File: config.mk
export PLATFORM = sky130hd
export DESIGN_NAME = sce_queue
export DESIGN_NICKNAME = d
export VERILOG_FILES = /design/src/sv/sce_queue.sv
export VERILOG_INCLUDE_DIRS = /design/src /design/src/sv
export SDC_FILE = /design/constraint.sdc
export NUM_CORES = 1
export LEC_CHECK = 0
export ABC_AREA = 1
export BUFFER_PORTS_ARGS = -buffer_cell sky130_fd_sc_hd__buf_2
export CAP_MARGIN = 30
export CELL_PAD_IN_SITES_DETAIL_PLACEMENT = 1
export CELL_PAD_IN_SITES_GLOBAL_PLACEMENT = 2
export CORE_UTILIZATION = 30
export DETAILED_ROUTE_END_ITERATION = 8
export PLACE_DENSITY_LB_ADDON = 0.1
export SLEW_MARGIN = 20
export SYNTH_ARGS = -nofsm -noshare
export SYNTH_HDL_FRONTEND = slang
export SYNTH_SLANG_ARGS = --single-unit
File: constraint.sdc
create_clock -name clk -period 1.2 [get_ports clk]
set_clock_uncertainty 0.05 [all_clocks]
set_input_delay 0.24 -clock clk [delete_from_list [all_inputs] [get_ports clk]]
set_output_delay 0.24 -clock clk [all_outputs]
set_load 0.1 [all_outputs]
File: src/sv/assert_macros.svh
// Assertion macros shared by the stereo echo RTL.
// No dependencies; included by the files that carry assertions.
`ifndef ASSERT_MACROS_SVH
`define ASSERT_MACROS_SVH

// Clocked check, disabled while reset is asserted.
`define SCE_ASSERT(lbl, clk, rst_n, prop, msg) \
  lbl: assert property (@(posedge clk) disable iff (!rst_n) prop) \
    else $error(msg);

// Clocked check that also runs during reset.
`define SCE_ASSERT_ALWAYS(lbl, clk, prop, msg) \
  lbl: assert property (@(posedge clk) prop) else $error(msg);

`endif

File: src/sv/sce_queue.sv
// Short FIFO between the front and back ends of the stereo echo.
// Generic width; depth from sce_pkg via the top level.
`include "assert_macros.svh"

module sce_queue #(
  parameter int WIDTH = 8,
  parameter int DEPTH = 2
) (
  input  logic             clk,
  input  logic             rst_n,
  input  logic             push,
  input  logic [WIDTH-1:0] push_data,
  output logic             full,
  input  logic             pop,
  output logic             not_empty,
  output logic [WIDTH-1:0] pop_data
);

  localparam int PTR_W = (DEPTH > 1) ? $clog2(DEPTH) : 1;
  localparam int CNT_W = $clog2(DEPTH + 1);

  logic [WIDTH-1:0] slot_r [DEPTH];
  logic [PTR_W-1:0] head_r, tail_r;
  logic [CNT_W-1:0] count_r;

  assign full      = (count_r == CNT_W'(DEPTH));
  assign not_empty = (count_r != '0);
  assign pop_data  = slot_r[head_r];

  always_ff @(posedge clk) begin
    if (push) begin
      slot_r[tail_r] <= push_data;
    end
  end

  always_ff @(posedge clk) begin
    if (!rst_n) begin
      head_r  <= '0;
      tail_r  <= '0;
      count_r <= '0;
    end else begin
      if (push) begin
        tail_r <= (tail_r == PTR_W'(DEPTH - 1)) ? '0 : tail_r + PTR_W'(1);
      end
      if (pop) begin
        head_r <= (head_r == PTR_W'(DEPTH - 1)) ? '0 : head_r + PTR_W'(1);
      end
      if (push && !pop) begin
        count_r <= count_r + CNT_W'(1);
      end else if (pop && !push) begin
        count_r <= count_r - CNT_W'(1);
      end
    end
  end

  `SCE_ASSERT(a_no_push_full, clk, rst_n, push |-> (count_r != CNT_W'(DEPTH)), "push into full queue")
  `SCE_ASSERT(a_no_pop_empty, clk, rst_n, pop |-> (count_r != '0), "pop from empty queue")

endmodule

# == Word level (Yosys, flattened, before mapping) ==
# Memory sizes are Yosys's and may differ from the RTL's. A register that Yosys moved wholly into a read port is not among the register bits.
# Index checks and enable logic that the tools add are counted.
# word_totals
ff_bits,4
mem_bits_rw,16
inputBits,12
output_inout_bits,10
elab_cells,23
n_memories,1
# classes
n_addsub,4
n_eq_ne,1
muxes,8
n_reduce_logical,6
# mem_list
memory,depth,word_bits,read_ports,rd_clocked_by_memory_dff,write_ports,line,text
slot_r,2,8,1,1,1,sce_queue.sv:22,logic [WIDTH-1:0] slot_r [DEPTH];
# ops
cell,count
$mux 1,6
$mux 2,2
$reduce_bool 2->1,2
$add 1x1->1 const B,2
$add 2x1->2 const B,1
$eq 2x2->1 const B,1
$logic_and 1x1->1,2
$logic_not 1->1,2
$sub 2x1->2 const B,1

# == Depth between registers and ports, before layout ==
# Gate-level depths: netlist of run 1.
# depth
ltp_word,4
mapped_depth,8
depth_no_buf,8

# == Least setup slack after synthesis of run 1 ==
# No wires, ideal clock.
# synth_timing
path_type,register -> output
start,register count_r[1]
end,output port full
arrival_ps,1617
required_time_ps,910
path_slack_ps,-707
stages_incl_launch_ff,3
n_path_buf,0
path_cell_list,dfxtp_1 inv_1 nor2_1
# synth_via
elab_chain_cells,1
# synth_rtl
element,line,text
from (decl),sce_queue.sv:24,logic [CNT_W-1:0] count_r;
from (signal assigned),sce_queue.sv:49,count_r <= count_r + CNT_W'(1);
from (signal assigned),sce_queue.sv:51,count_r <= count_r - CNT_W'(1);
$eq 2x2->1,sce_queue.sv:26,assign full = (count_r == CNT_W'(DEPTH));
to (decl),sce_queue.sv:13,"output logic full,"
# No other way between the ends.

==> results of run 1 <==
-- power groups by stage --
stage	combinational (uW)	sequential, uW	clock [uW]
after floorplan	378	861	0
after global placement	577	864	0
after detailed placement	584	867	0
after CTS	589	854	359
after global routing	630	859	392
final	601	855	339
-- worst min path at each step --
stage | from | endpoint | slack (ns) | cells past startpoint
floorplan | push_data[0] | slot_r[0][0]$_DFFE_PP_ | 0.29 | 0
global placement | push_data[7] | slot_r[1][7]$_DFFE_PP_ | 0.38 | 1
detailed placement | push_data[6] | slot_r[1][6]$_DFFE_PP_ | 0.39 | 1
CTS | push_data[6] | slot_r[1][6]$_DFFE_PP_ | 0.05 | 1
global route | push_data[4] | slot_r[0][4]$_DFFE_PP_ | 0.04 | 1
finish | push_data[4] | slot_r[1][4]$_DFFE_PP_ | 0.07 | 1
-- metal layers --
layer | wire [um] | vias to the layer above | share of wire (%) | GRT usage (%)
li1 | - | 262 | - | -
met1 | 613 | 247 | 43 | 11.6
met2 | 697 | 19 | 49 | 19.3
met3 | 67 | 5 | 4.7 | 2.46
met4 | 53 | 0 | 3.7 | 10.0
met5 | 0 | - | 0 | 0
-- registers in the layout, indices dropped and copies added, names as in the netlist, named ones only --
name and cells:
tail_r 1, slot_r 16, count_r 2, head_r 1
-- through the flow --
stage          total power [uW]  std cells  area, um2  utilization [%]
6_report                   1800        119       1230             47.8
2_1_floorplan              1240         60        852                -
3_3_place_gp               1440        112       1160             45.2
4_1_cts                    1800        117       1200             46.7
5_1_grt                    1880        119       1230             47.8
3_5_place_dp               1450        112       1160             45.2
-- layout make-up --
type | instances | area, um2
fill | 276 | 1340
sequential | 21 | 587
timing repair buffer | 26 | 305
multi-input combinational | 30 | 235
tap | 30 | 37.5
inverter | 8 | 35.0
clock buffer | 3 | 22.5
clock inverter | 1 | 5.00
-- repair_timing --
| action | in CTS | in global routing |
|---|---|---|
| buffers inserted | 1 | 2 |
| setup endpoints to repair | 10 | 10 |
| gates cloned | 0 | 0 |
| hold buffers | 0 | 0 |
| pin swaps | 1 | 1 |
| resized for setup | 4 | 4 |
-- cell usage in the layout, fill, tap and decap left out, drive strengths merged --
master  count
buf        26
edfxtp     16
nand2       9
mux2        8
nor2        8
inv         8
dfxtp       5
clkbuf      3
o21ai       1
a21oi       1
nand3       1
nand4       1
ha          1
clkinv      1
-- kinds of logic after synthesis --
group,synth area share (%)
and+or+nand+nor,9.21
buffers and inverters,4.90
adders and majority gates,1.49
AOI/OAI and AO/OA,1.19
muxes,14.3
DFF,68.9
==> flow_summary.toml, run 1 <==
[synth]
avgSynthCellArea_um2 = 14.0
synthMostInstantiatedCell = "edfxtp_1"
yosysTopAreaCell = "edfxtp_1"
synth-async-reset-ratio_pct = 0
synth_common_cells = "16 x edfxtp_1, 8 x mux2_4, 8 x nand2_1, 8 x nor2_1, 7 x inv_1"
syn_nets = 73
synth_top_area_share_pct = 57.1
synthCells = 60
synth_edf_count = 16
yosys_warnings = 0
synth_cell_type_count = 14
yosys-top-cells-area = "edfxtp_1 57%, mux2_4 14%, dfxtp_1 12%, nand2_1 3.6%, nor2_1 3.6%"
syn_area_um2 = 842
synth_top_flop_cell = "edfxtp_1"
synth_seq_cells = 21
ys_seq_area_share_pct = 68.9

[power_and_ir_drop]
powerDensity_nw_per_um2 = 1460
pwr-share-seq_pct = 47.6
combinationalPowerShare_pct = 33.5
clkPwrFrac_pct = 18.9
p_sw_share_pct = 33.7
p_int_uw = 1190
switchingPower_uw = 605
leakage_uw = 0.000534
peakVddDrop_uv = 645

[critical_path]
critPathBufInv = 2
cp_slowest_cell = "dfxtp_2"
rr_endpoint = "count_r[1]$_SDFFE_PN0P_"
r2r_cells = 8
cp_slowest_stage_delay_ns = 0.36
cp_max_fo = 8
cpLargestDelayFamily = "flip-flops"
crit-reg2reg-launch = "count_r[0]$_SDFFE_PN0P_"
cp.required_ns = 0.91
crit_end = "pop_data[2]"
crit_chain = "buf_12 -> mux2_4 -> buf_12"
crit_arrival_ns = 1.28
path_depth = 3
startpoint_type = "register"
cp-end-kind = "output pin"
crit_path_frequent_cell = "buf_12"
rrSetupSlack_ns = 0.11
path_class = "register to output pin"

[clocking]
root_buffer = "clkbuf_4"
htree_levels = 1
clock_latency_ns = 0.30
cts_tree = "yes"
cts_max_path_buffers = 2
clkTransAtPathRegs_ns = 0.11
cts_sinks = 21
cts_made_buffers = 3

[timing]
slew_viol_final = 0
timing.hold.ws_ns = 0.0676
fin_crit_ns = 1.57
worst_slew_pin_slew_ns = 0.330
rsz0062_at_grt = "yes"
fin_crit_sh_pct = 131
hold_violations = 0
setup_tns_ns = -3.09
setup_violations = 10
relSlewSlack_pct = 78.0
clock.fmax_ghz = 0.637
final.setup.worst_slack_ns = -0.371

[route]
wire_per_inst_um = 12.0
vias = 533
viasPerCell = 4.48
drt_wl_total_um = 1430
route.detailed.drc = 0
drt_iter0_drc = 3
drtAntennaViolNets = 0
drtPass1Iterations = 4

[floorplan]
pin_count = 22
die-area_um2 = 3020
placementRows = 18
die_h_um = 55.0
die_x_um = 55.0
initial_core_util_pct = 32.8
coreArea_um2 = 2570

[status]
violations = "negative setup slack"
status = "complete, but fails checks"

[grt]
antenna_found_initial = 0
grt_pass1_vias = 487
grt_pass1_wl_um = 2170
grtUsageTotal_pct = 11.3
grt_max_degree = 13
overflow = 0

[placed_design]
port_buffers = 21
gp_congestion = 0.564
hpwl_um = 1110
dpl_worst_slack_ns = -0.0648

[finish]
fin_nets = 103
diodes = 0
drive_gt1_share_pct = 51.7
area_growth_syn_to_layout_pct = 45.8

[job]
drv_cap = 0

[worst_hold_path]
hp-class = "primary input to register"
(Power assumes the default switching activity.)
==> run 2, diff against run 1 <==
ABC_AREA = 0   (was 1)
CORE_ASPECT_RATIO = 0.6   (was unset)
==> run 2 against run 1 <==
Net effect: the flow still finishes with violations (negative setup slack); sequential power is essentially flat; first-iteration DRC count grew to 4.0 times the previous value; flip-flop and latch count is the same; final cell count shrank 6.7%; highest routed layer unchanged; largest power group unchanged.
==> flow_summary.toml, run 2 <==
[clocking]
cts_made_buffers = 3
cts_tree = "yes"
root_buffer = "clkbuf_8"
clock_latency_ns = 0.25
cts_hold_buf = 0
clkTransAtPathRegs_ns = 0.07
cts_sinks = 21
cts_max_path_buffers = 2
htree_levels = 1

[timing]
clock.fmax_ghz = 0.655
setup_violations = 10
fin_crit_ns = 1.53
worst_slew_pin_slew_ns = 0.413
hold_violations = 0
final.setup.worst_slack_ns = -0.327
rsz0062_at_grt = "yes"
fin_crit_sh_pct = 127
slew_viol_final = 0
setup_tns_ns = -2.74
relSlewSlack_pct = 72.5

[status]
status = "complete, but fails checks"
violations = "negative setup slack"

[finish]
diodes = 0
fin_nets = 93
final_common_cell = "edfxtp_1"
largest_register = "slot_r"
area_growth_syn_to_layout_pct = 57.6
largest_register_ffs = 16
postLayoutCellArea_um2 = 1260
reg.largest.list = "slot_r (16), count_r (2)"
most-common-layout-cells = "16 x edfxtp_1, 11 x buf_2, 11 x buf_12"
n_fill_cell = 250
fin_cells = 111
drive_gt1_share_pct = 59.5

[route]
viasPerCell = 4.31
drtPass1Iterations = 2
drt_iter0_drc = 12
route.detailed.drc = 0
drt_wl_total_um = 1570
drtAntennaViolNets = 0
wire_per_inst_um = 14.2
vias = 478

[grt]
grt_pass1_wl_um = 2500
grt_pass1_vias = 498
grt_max_degree = 13
overflow = 0
antenna_found_initial = 0
grtUsageTotal_pct = 13.1

[floorplan]
coreArea_um2 = 2500
pin_count = 22
die_h_um = 41.9
initial_core_util_pct = 31.8
placementRows = 14
die-area_um2 = 2870
die_x_um = 68.5

[critical_path]
cp.required_ns = 0.91
r2r_cells = 4
startpoint_type = "register"
crit_arrival_ns = 1.24
path_class = "register to output pin"
cp-end-kind = "output pin"
cp_max_fo = 8

[synth]
syn_area_um2 = 797
synth_edf_count = 16
synthCells = 47
synthMostInstantiatedCell = "edfxtp_1"
synth_common_cells = "16 x edfxtp_1, 8 x mux2_2, 5 x dfxtp_1, 4 x and2_1"
syn_nets = 60
synth-async-reset-ratio_pct = 0
ys_seq_area_share_pct = 72.8
synth_top_area_share_pct = 60.3
synth_seq_cells = 21
avgSynthCellArea_um2 = 17.0
synth_cell_type_count = 16
yosys_warnings = 0
synth_top_flop_cell = "edfxtp_1"
yosys-top-cells-area = "edfxtp_1 60%, dfxtp_1 13%, mux2_2 11%, and2_1 3.1%, xor2_1 2.2%"
yosysTopAreaCell = "edfxtp_1"

[job]
drv_cap = 0

[placed_design]
dp_cells = 104
dpl_worst_slack_ns = -0.209
dpl_cell_area_um2 = 1020
gp_congestion = 0.646
port_buffers = 21
hpwl_um = 1100

[worst_hold_path]
hp-class = "primary input to register"
hold_path_depth = 1

[power_and_ir_drop]
leakage_uw = 0.000519
p_total_uw = 2030
powerDensity_nw_per_um2 = 1610
peakVddDrop_uv = 607
==> run 2: cell count changes after synthesis, moves of 2 or more <==
cell and change:
mux2_4 -8, xor2_1 +2, mux2_2 +8, nor2_1 -8, inv_1 -6, nand2_1 -8
nor2b_1 +2, and2_1 +4
==> run 2: layout make-up <==
type                    count  area [um2]  share of cell area (%)
clock buffers               3        41.3                    3.29
clock inverters             1        5.00                   0.398
inverters                   1        3.75                   0.299
multi-input cells          24         248                    19.7
flip-flops and latches     21         587                    46.7
well taps                  32        40.0                    3.19
repair buffers             29         332                    26.4
==> run 2: worst paths after layout <==
path | startpoint | end | slack, ns
min | push_data[6] | slot_r[0][6]$_DFFE_PP_ | 0.12
max reg2reg | count_r[0]$_SDFFE_PN0P_ | count_r[1]$_SDFFE_PN0P_ | 0
max | register | pop_data[4] | -0.33
min reg2reg | count_r[1]$_SDFFE_PN0P_ | count_r[1]$_SDFFE_PN0P_ | 0.45
==> run 2: metal layers <==
metal / GRT usage (%) / share of wire, % / wire length (um)
met1: 18.1 / 48 / 753
met2: 18.6 / 47 / 740
met3: 4.40 / 3.9 / 61
met4: 5.00 / 1.2 / 19
met5: 0 / 0 / 0
==> run 2: critical path, cell delays in order, from the launching register on <==
cell     delay [ns]
dfxtp_2        0.35
buf_12         0.14
mux2_4         0.32
buf_12         0.17
==> run 2: metrics by stage <==
stage,utilization (%),hold slack [ns]
CTS,49.1,0.112
finish,50.1,0.119
detailed placement,40.6,0.382
global route,50.1,0.109
global placement,40.6,0.381
floorplan,-,0.289
==> run 2: power by group <==
group	internal [uW]	switching [uW]	total, uW
Sequential	836	22.1	858
Clock	231	215	446
Combinational	301	422	722
Total	1370	659	2030
==> run 2: what timing repair did <==
action                     in CTS  in global routing
setup buffers                   1                  2
resized for setup              45                  2
setup endpoints to repair      10                 11
pin swaps                       2                  3
==> run 2: cell families (layout without fill, tap and decap cells) <==
family | Yosys count | count (layout) | synth area share (%)
and+or+nand+nor | 9 | 9 | 7.38
AOI/OAI and AO/OA | 3 | 3 | 2.51
DFF | 21 | 21 | 72.8
adders and majority gates | 1 | 1 | 1.57
xor gates and xnor gates | 3 | 3 | 3.30
muxes | 8 | 8 | 11.3
buffers and inverters | 2 | 34 | 1.10
