$ cat config.mk
export PLATFORM = sky130hd
export DESIGN_NAME = sce_front
export DESIGN_NICKNAME = d
export VERILOG_FILES = /design/src/sv/sce_pkg.sv /design/src/sv/sce_front.sv
export VERILOG_INCLUDE_DIRS = /design/src /design/src/sv
export SDC_FILE = /design/constraint.sdc
export NUM_CORES = 1
export LEC_CHECK = 0
export BUFFER_PORTS_ARGS = -buffer_cell sky130_fd_sc_hd__buf_2
export CAP_MARGIN = 20
export CORE_MARGIN = 1
export CORE_UTILIZATION = 42
export DETAILED_ROUTE_END_ITERATION = 8
export MAX_ROUTING_LAYER = met4
export PLACE_DENSITY = 0.81
export SLEW_MARGIN = 20
export SYNTH_ARGS = -nofsm -noshare
export SYNTH_HDL_FRONTEND = slang
export SYNTH_SLANG_ARGS = --single-unit
$ cat constraint.sdc
create_clock -name clk -period 4.9 [get_ports clk]
set_clock_uncertainty 0.2 [all_clocks]
set_input_delay 0.49 -clock clk [delete_from_list [all_inputs] [get_ports clk]]
set_output_delay 0.49 -clock clk [all_outputs]
set_load 0.03 [all_outputs]
$ cat src/sv/assert_macros.svh
// Assertion macros shared by the stereo echo RTL.
// No dependencies; included by the files that carry assertions.
`ifndef ASSERT_MACROS_SVH
`define ASSERT_MACROS_SVH

// Clocked check, disabled while reset is asserted.
`define SCE_ASSERT(lbl, clk, rst_n, prop, msg) \
  lbl: assert property (@(posedge clk) disable iff (!rst_n) prop) \
    else $error(msg);

// Clocked check that also runs during reset.
`define SCE_ASSERT_ALWAYS(lbl, clk, prop, msg) \
  lbl: assert property (@(posedge clk) prop) else $error(msg);

`endif

$ cat src/sv/sce_pkg.sv
// Package for the stereo cross-feedback echo: payload and config types,
// widths, register indexes and the saturation helper. No dependencies.
package sce_pkg;

  localparam int SAMPLE_WIDTH    = 24;
  localparam int DELAY_DEPTH_DEF = 32768;
  localparam int QUEUE_DEPTH     = 2;

  localparam int CFG_INDEX_W = 4;
  localparam int CFG_DATA_W  = 16;
  localparam int DELAY_W     = 15;
  localparam int AMOUNT_W    = 8;

  localparam int COEF_W      = 18;
  localparam int PROD_W      = SAMPLE_WIDTH + COEF_W;
  localparam int ACC_W       = PROD_W + 2;
  localparam int MIX_COEF_W  = 10;
  localparam int MIX_PROD_W  = SAMPLE_WIDTH + MIX_COEF_W;
  localparam int MIX_ACC_W   = MIX_PROD_W + 1;
  localparam int FB_SHIFT    = 16;
  localparam int MIX_SHIFT   = 8;

  localparam logic signed [ACC_W-1:0] SAT_HI =
    ACC_W'((longint'(1) <<< (SAMPLE_WIDTH - 1)) - 1);
  localparam logic signed [ACC_W-1:0] SAT_LO = -SAT_HI - ACC_W'(1);

  typedef enum logic [CFG_INDEX_W-1:0] {
    REG_DELAY    = 4'd0,
    REG_FEEDBACK = 4'd1,
    REG_MIX      = 4'd2,
    REG_CROSS    = 4'd3
  } cfg_reg_t;

  typedef struct packed {
    logic signed [SAMPLE_WIDTH-1:0] left_in;
    logic signed [SAMPLE_WIDTH-1:0] right_in;
    logic                           block_end;
  } in_item_t;

  typedef struct packed {
    logic signed [SAMPLE_WIDTH-1:0] left_out;
    logic signed [SAMPLE_WIDTH-1:0] right_out;
    logic                           block_end_out;
  } out_item_t;

  typedef struct packed {
    logic [DELAY_W-1:0]  delay_samples;
    logic [AMOUNT_W-1:0] feedback_amount;
    logic [AMOUNT_W-1:0] mix_amount;
    logic [AMOUNT_W-1:0] cross_amount;
  } cfg_t;

  function automatic logic signed [SAMPLE_WIDTH-1:0] sat_sample(
    input logic signed [ACC_W-1:0] v
  );
    logic signed [ACC_W-1:0] c;
    begin
      c = v;
      if (v > SAT_HI) c = SAT_HI;
      if (v < SAT_LO) c = SAT_LO;
      return c[SAMPLE_WIDTH-1:0];
    end
  endfunction

endpackage

$ cat src/sv/sce_front.sv
// Front end of the stereo echo: takes frames, tags each with its write and
// read positions and whether the read hits a written entry. Uses sce_pkg.
`include "assert_macros.svh"

module sce_front #(
  parameter int DEPTH = 32768,
  parameter int AW    = 15
) (
  input  logic                     clk,
  input  logic                     rst_n,
  input  logic                     in_valid,
  output logic                     in_ready,
  input  sce_pkg::in_item_t        in_data,
  input  logic [sce_pkg::DELAY_W-1:0] delay_samples,
  input  logic                     q_full,
  output logic                     q_push,
  output logic [$bits(sce_pkg::in_item_t)+2*AW:0] q_data
);

  localparam int CW = ((AW > sce_pkg::DELAY_W) ? AW : sce_pkg::DELAY_W) + 1;

  logic [AW-1:0] wp_r;
  logic          wrapped_r;
  logic [CW-1:0] d_ext;
  logic [AW-1:0] d_clamp;
  logic [AW-1:0] rp;
  logic [AW:0]   rp_wrap;
  logic          hit;
  logic          accept;

  assign in_ready = !q_full;
  assign accept   = in_valid && in_ready;
  assign q_push   = accept;

  always_comb begin
    d_ext = CW'(delay_samples);
    if (d_ext > CW'(DEPTH - 1)) begin
      d_clamp = AW'(DEPTH - 1);
    end else begin
      d_clamp = d_ext[AW-1:0];
    end
    rp_wrap = {1'b0, wp_r} + (AW + 1)'(DEPTH) - {1'b0, d_clamp};
    if (wp_r >= d_clamp) begin
      rp = wp_r - d_clamp;
    end else begin
      rp = rp_wrap[AW-1:0];
    end
    // entries below the write pointer are written until the first wrap
    hit = wrapped_r || (rp < wp_r);
  end

  assign q_data = {in_data, wp_r, rp, hit};

  always_ff @(posedge clk) begin
    if (!rst_n) begin
      wp_r      <= '0;
      wrapped_r <= 1'b0;
    end else if (accept) begin
      if (wp_r == AW'(DEPTH - 1)) begin
        wp_r      <= '0;
        wrapped_r <= 1'b1;
      end else begin
        wp_r <= wp_r + AW'(1);
      end
    end
  end

  `SCE_ASSERT(a_wp_step, clk, rst_n, (accept && (wp_r != AW'(DEPTH - 1))) |=> (wp_r == $past(wp_r) + AW'(1)), "write pointer did not advance")

endmodule

======== Word level (Yosys, flattened, before mapping) ========
Cells that the tools add are included.
storage, ports and cells
  bits in registers ....................... 16
  logic and storage cells ................. 15
  output and inout bits ................... 82
  memory bits (read-only) ................. 0
  RAM bits ................................ 0
  memories kept ........................... 0
  bits in latches ......................... 0
  bits of input ports ..................... 68
cells by class
  reductions and logical operators ........ 4
  muxes and demuxes ....................... 2
  order comparisons ....................... 2
  add/sub/neg operators ................... 4
  multiply operators ...................... 0
  bitwise operators ....................... 0
  div/mod/pow operators ................... 0
  shift-type cells ........................ 0
  equality and inequality tests ........... 1
operator list
  operator                                       number
  adder 15 x 1 -> 15 bit, second input constant  2
  2-to-1 mux 15 bit                              2
  subtractor 15 bit                              2
  equality test 15 bit, second input constant    1
  >= comparator 15 bit                           1
  < comparator 15 bit                            1
  AND reduction 2 bit                            1
  logical AND 1 bit                              1
  zero test 1 bit                                1
  logical OR 1 bit                               1

======== Logic depth before layout (Yosys ltp) ========
Gate-level depths: netlist of the first run.
  depth after elaboration ................. 5
  depth in mapped cells ................... 16
  depth with buffers taken out ............ 15

======== Least setup slack after synthesis of the first run ========
OpenSTA, ideal clock, no wires.
  path type ............................... register to output
  from .................................... reg wp_r[0]
  to ...................................... out q_data[0] in the netlist's numbering
  buffers on the path ..................... 1
  stages on the path, launching flop included .. 17
  data arrival time ....................... 3.689 ns
  required time ........................... 4.210 ns
  path slack .............................. 0.521 ns
  cells stage by stage .................... dfxtp_1 -> inv_1 -> ha_1 -> inv_1 -> fa_1 -> a21o_1 -> a311o_1 -> a211oi_1 -> nor2_1 -> xor2_1 -> ha_1 -> a21o_1 -> a21o_1 -> a21oi_1 -> nor2_1 -> a211oi_1 -> buf_4
between the ends
  word-level cells in the longest chain between the ends .. 5
  elaborated cells between the ends (all ways) .. 7
  those cells by class .................... 3 x add/sub; 2 x order compare; 1 x mux; 1 x reduce/logical
RTL lines
  item                      RTL line         text
  start: declaration        sce_front.sv:22  logic [AW-1:0] wp_r;
  start signal: assignment  sce_front.sv:63  wp_r <= wp_r + AW'(1);
  adder 15 x 1 -> 15 bit    sce_front.sv:42  rp_wrap = {1'b0, wp_r} + (AW + 1)'(DEPTH) - {1'b0, d_clamp};
  subtractor 15 bit         sce_front.sv:42
  2-to-1 mux 15 bit *       sce_front.sv:43  if (wp_r >= d_clamp) begin
  net q_data (one bit)      sce_front.sv:17  output logic [$bits(sce_pkg::in_item_t)+2*AW:0] q_data
  < comparator 15 bit *     sce_front.sv:49  hit = wrapped_r || (rp < wp_r);
  logical OR 1 bit *        sce_front.sv:49
  end: declaration          sce_front.sv:17
Mark *: on every way through the listed nets, which the timed path passes. The rest lies on a longest branch.

======== Final worst setup path of the first run ========
  from .................................... reg wp_r[0]
  to ...................................... out q_data[0] in the netlist's numbering
between the ends
  word-level cells in the longest chain between the ends .. 5
  elaborated cells between the ends (all ways) .. 7
  those cells by class .................... 3 x add/sub; 2 x order compare; 1 x mux; 1 x reduce/logical
RTL lines
  item                    RTL line
  adder 15 x 1 -> 15 bit  sce_front.sv:42
  subtractor 15 bit       sce_front.sv:42
  2-to-1 mux 15 bit       sce_front.sv:43
  < comparator 15 bit *   sce_front.sv:49
  logical OR 1 bit *      sce_front.sv:49
Mark *: on every way between the ends. The rest lies on a longest branch, timed or not.

==> impl_results.md, run 1 <==
- Outcome: complete, no violations
- Overall power: between 0.0003 and 0.0004 W
- Clock Tree Buf Depth: 2
- Max Used Layer: met4
- Die ar.: approximately 5400 um^2
- First-pass GRT wire length: roughly 7500 um
- Worst-case reg-to-reg path depth: 6
- Gr ovfl total: 0
- Initial antenna violation count: 0
- Number of DRC markers in iteration 0: 140
- CTS tree: done
- Hold Path Class: register to register
- Post-detail-place hpwl: 3860 um
- Core area: about 4800 um^2
- Hold Path Depth: 2
- Fmax: 0.224 GHz
- Clock latency on the worst-skew pair: 250 ps
- Post-synth cell types: 36
- Yosys warns: 0
- Final setup viols: 0
- Clk sink count: 16
- Met3 wire length: 247 um
- Max VDD drop: between 0.09 and 0.1 mV
- Final Hold Viols: 0
- # resized after CTS: 0
- FF+latch area: approximately 320 um^2
- R2r setup slk: 2930 ps
- Power density cells: ~170 nW/um^2
- Die width: roughly 74 um
- Register area share after synthesis: approximately 15%
- Syn nets: about 380
- # hold bufs at CTS: 0
- H-Tree Depth: 1
- Ratio of cells with drive above 1 in the final layout: about a fifth
- Synth Cell Area: approximately 2200 um^2
- Setup repair after global routing missed its margin: false
- Setup bufs post-CTS: 0
- Area Growth Syn to Fin: 0.693%
- Wire per inst: 12.9 um
- Static Leak: approximately 1.1 nW
- Syn Inst Count: roughly 290
- Largest net degree at the start of global routing: 11
- Fin Setup TNS: 0 ps
- Filler Cells Inserted: 499
- Vias in the first global route: around 1700
- Via Count: 1834
- Rows: 25
- Post-route DRC: 0
- Max-cap violations: 0
- Critical Path AT: roughly 3800 ps
- Area leader, netlist: buf_4
- Gr usage total: approximately 18%
- Die height: 73.8 um
- Final-stage net count: just under 400
- Footprint of the multi-input gates: ~1300 um^2
- Slew @ Worst Pin: 536 ps
- Starting Density: 44.7%
- Synth top cells by count: buf_4, inv_1, ha_1
- CP Launch Type: register
- Syn Area/Cell: around 7.6 um^2
- Ports: 150
- Vias/cell: around 5.2
- CP max FO: 6
- Critical path type: register to output port
- Worst-path clk slew: about 60 ps
- Tmin final: around 4500 ps
- Antenna cells: 0
- Final period util: roughly nine tenths
- Number of synthesized flops with an enable pin: 0
- Count leader, synth: buf_4
- Max Slew Vio Count: 0
- Wl on met1: ~2100 um
- Root Buffer: clkbuf_8
- CP endpoint kind: output port
- Port bufs: between 50 and 60
- RePlAce Congestion: between 0.8 and 0.9
- ANT nets after route: 0
- WP data required: around 4200 ps
- Asr flop ratio synth: 0%
- Main synth FF type: dfxtp_1
- Final wirelength: between 4000 and 5000 um
- Routed length on met2: between 2000 and 2500 um
- Share of the synthesized area in the top cell type: between 10% and 20%
- Yosys reg bits: 16
- CTS buffer count: 3
- Drt first pass iters: 4
- Dominant cells by area after synthesis: buf_4, ha_1, dfxtp_1
- Worst slew margin: between 60 and 70%
-- registers in the layout (all words and copies together) (netlist names) --
register   count
wp_r          15
wrapped_r      1
-- cell type report --
cell class | count | share of cell area [%]
multi-input combinational | 185 | 61.6
sequential | 16 | 14.7
timing repair buffer | 51 | 11.7
inverter | 33 | 5.68
tap | 67 | 3.84
clock buffer | 4 | 2.52
-- routing by layer --
layer	track usage, %	vias up
li1	-	924
met1	22.4	859
met2	30.4	46
met3	2.47	5
met4	4.49	0
met5	-	-
-- critical path, cell delays in order, from the launching register on --
cell	delay (ps)
dfxtp_1	360
inv_1	70
ha_1	150
inv_1	50
fa_1	400
a21o_1	210
a311o_1	400
and2_4	170
a2111o_1	340
and3_1	180
ha_1	290
a21o_1	160
a21o_1	160
a21oi_1	140
nor2_1	50
a211oi_1	150
buf_2	230
-- placed cells by master (no fill, tap or decap) --
cell / netlist / routed
nand4_1: 8 / 8
and2_1: 4 / 4
a211oi_1: 5 / 5
a21o_1: 7 / 7
o211a_1: 1 / 1
nor4_1: 3 / 3
a2111oi_0: 1 / 1
inv_1: 33 / 33
xnor2_1: 19 / 19
nor2b_1: 3 / 3
o211ai_1: 1 / 1
nand3_1: 8 / 8
and3_1: 5 / 5
xor2_1: 6 / 6
a311o_1: 2 / 2
buf_2: 0 / 51
a2111o_1: 1 / 1
a21oi_1: 15 / 15
nand2b_1: 3 / 3
a221oi_1: 1 / 1
and2_4: 1 / 1
nand2_1: 16 / 16
a21boi_0: 1 / 1
clkbuf_8: 0 / 4
a31oi_1: 2 / 2
a21o_2: 1 / 1
ha_1: 30 / 30
a211o_1: 1 / 1
nand4b_1: 1 / 1
o21ai_0: 6 / 6
and4b_1: 1 / 1
nor3_1: 3 / 3
dfxtp_1: 16 / 16
o21a_1: 5 / 5
nor2_1: 23 / 23
fa_1: 1 / 1
-- cells by family (layout without fill, tap and decap cells) --
logic type / count (synthesis) / after routing / synth area share [%]
XOR/XNOR: 25 / 25 / 10.1
adder cells (fa/ha/maj): 31 / 31 / 18.3
AND/OR/NAND/NOR: 79 / 79 / 18.1
flip-flops: 16 / 16 / 14.8
AO/OA/AOI/OAI: 50 / 50 / 15.5
buffers and inverters: 84 / 88 / 23.2
-- power breakdown --
group	internal (W)	switching [W]
Clock	0.0000713	0.0000444
Sequential	0.000131	0.00000189
Combinational	0.0000424	0.0000708
Total	0.000245	0.000117
-- worst paths after layout --
check / from / end
setup reg to reg: wp_r[1] / wp_r[14]
setup / recovery: wp_r[0] / q_data[0]
hold / removal: wrapped_r / wrapped_r
hold reg to reg: wrapped_r / wrapped_r
-- metrics by stage --
step	hold slack, ps	instance area (um^2)	instances	util (%)	worst slack, ps
global route	351	2180	356	45.0	185
finish	317	2180	356	45.0	436
detailed placement	313	2130	352	43.8	544
floorplan	248	2170	285	-	521
global placement	279	2130	352	43.8	575
CTS	323	2180	356	45.0	416
(Power assumes the default switching activity.)
==> inputs of run 2 (changes only) <==
- CELL_PAD_IN_SITES_DETAIL_PLACEMENT: unset -> 2
- CELL_PAD_IN_SITES_GLOBAL_PLACEMENT: unset -> 2
- CORE_UTILIZATION: 42 -> 21
- PLACE_DENSITY: 0.81 -> unset
- PLACE_DENSITY_LB_ADDON: unset -> 0.1
==> impl_results.md, run 2 (same netlist as run 1, synthesis figures left out) <==
- Outcome: complete, no violations
- Setup repair after global routing missed its margin: false
- Rows: 36
- WP data required: approximately 4200 ps
- Initial antenna violation count: 0
- Final-stage net count: around 390
- Final wirelength: between 6000 and 7000 um
- Clk sink count: 16
- Clock latency on the worst-skew pair: about 260 ps
- Top reg by flops: wp_r
- Via Count: 1858
- Final Hold Viols: 0
- Vias/cell: 4.37
- Commonest non-fill, non-tap cell in the layout: buf_2
- Top Registers: wp_r: 15 flops, wrapped_r: 1 flops
- Critical path type: register to output port
- Die height: 104 um
- Worst-path clk slew: roughly 70 ps
- Drt first pass iters: 4
- Clock Tree Buf Depth: 2
- Max Slew Vio Count: 0
- Core area: about 9900 um^2
- CTS tree: done
- Static Leak: between 1 and 1.5 nW
- Filler Cells Inserted: roughly 1200
- Die width: between 100 and 150 um
- Max VDD drop: between 0.06 and 0.07 mV
- Final period util: 93.5%
- Most frequent cells in the layout: buf_2, inv_1, ha_1
- Tmin final: around 4600 ps
- # resized after CTS: 0
- Slew @ Worst Pin: between 700 and 800 ps
- Final setup viols: 0
- Ratio of cells with drive above 1 in the final layout: 20.9%
- CP Launch Type: register
- Largest net degree at the start of global routing: 11
- CTS buffer count: 3
- Wire per inst: 15.2 um
- Number of flip-flops in the largest register: 15
- Gr ovfl total: 0
- Post-route DRC: 0
- Area Growth Syn to Fin: 5.89%
- Hold Path Class: register to register
- Overall power: between 0.0003 and 0.0004 W
- Gr usage total: roughly 13%
- H-Tree Depth: 1
- Vias in the first global route: approximately 2000
- Fin util: between 20% and 30%
- RePlAce Congestion: approximately 0.68
- Port bufs: roughly 50
- Ports: 150
- First-pass GRT wire length: between 10000 and 15000 um
- Power density cells: around 160 nW/um^2
- Starting Density: about 22%
- ANT nets after route: 0
- Worst slew margin: 50.4%
- # hold bufs at CTS: 0
- Fin Setup TNS: 0 ps
- Post-detail-place hpwl: around 5500 um
- CP max FO: 6
- Max-cap violations: 0
- Antenna cells: 0
- Setup bufs post-CTS: 0
- Number of DRC markers in iteration 0: 25
- Critical Path AT: approximately 3900 ps
- Fmax: ~0.22 GHz
- Root Buffer: clkbuf_8
- Die ar.: 10700 um^2
- CP endpoint kind: output port
[run 2: changes by cell type in the layout (fill, tap and decap cells not counted), sizes merged]
cell | previous run | this run
buf | 51 | 54
[run 2: report_power, final]
part | total [W] | switching (W) | internal [W] | leakage, nW
Combinational | 0.000117 | 0.0000740 | 0.0000433 | 0.942
Sequential | 0.000133 | 0.00000207 | 0.000131 | 0.129
Clock | 0.000123 | 0.0000519 | 0.0000714 | 0.0288
Total | 0.000374 | 0.000128 | 0.000246 | 1.10
[run 2: layout make-up]
cell class	count	area [um^2]	share of cell area [%]
multi-input combinational	185	1350	58.8
sequential	16	320	14.0
timing repair buffer	54	280	12.2
tap	133	166	7.26
inverter	33	124	5.40
clock buffer	4	55.1	2.40
[run 2: stage by stage]
step	instance area (um^2)	instances	hold WS (ps)	setup slack, ps
after floorplan	2170	285	248	521
after global placement	2230	421	295	352
after detailed placement	2230	421	306	308
after CTS	2290	425	316	146
after global routing	2290	425	354	63.9
final	2290	425	308	319
[run 2: path summary, 6_finish.rpt]
| path | start | cells past startpoint | slack [ps] | end |
|---|---|---|---|---|
| worst max-delay path | wp_r[0] | 16 | 320 | q_data[0] |
| worst min-delay path | wrapped_r | 2 | 310 | wrapped_r |
| worst min register to register | wrapped_r | 2 | 310 | wrapped_r |
| worst max register to register | wp_r[1] | 6 | 2730 | wp_r[14] |
[run 2: worst max-delay path, stage by stage (launching register included)]
cell and delay [ps]:
dfxtp_1 370, inv_1 80, ha_1 150, inv_1 60, fa_1 410, a21o_1 220, a311o_1 410, and2_4 180
a2111o_1 340, and3_1 180, ha_1 290, a21o_1 160, a21o_1 170, a21oi_1 140, nor2_1 60, a211oi_2 210
buf_4 210
[run 2: metal layers]
layer / vias to the layer above / track usage, % / wire length, um
li1: 935 / - / -
met1: 865 / 15.8 / 3040
met2: 50 / 21.1 / 3050
met3: 8 / 2.33 / 317
met4: 0 / 2.69 / 34
met5: - / - / 0
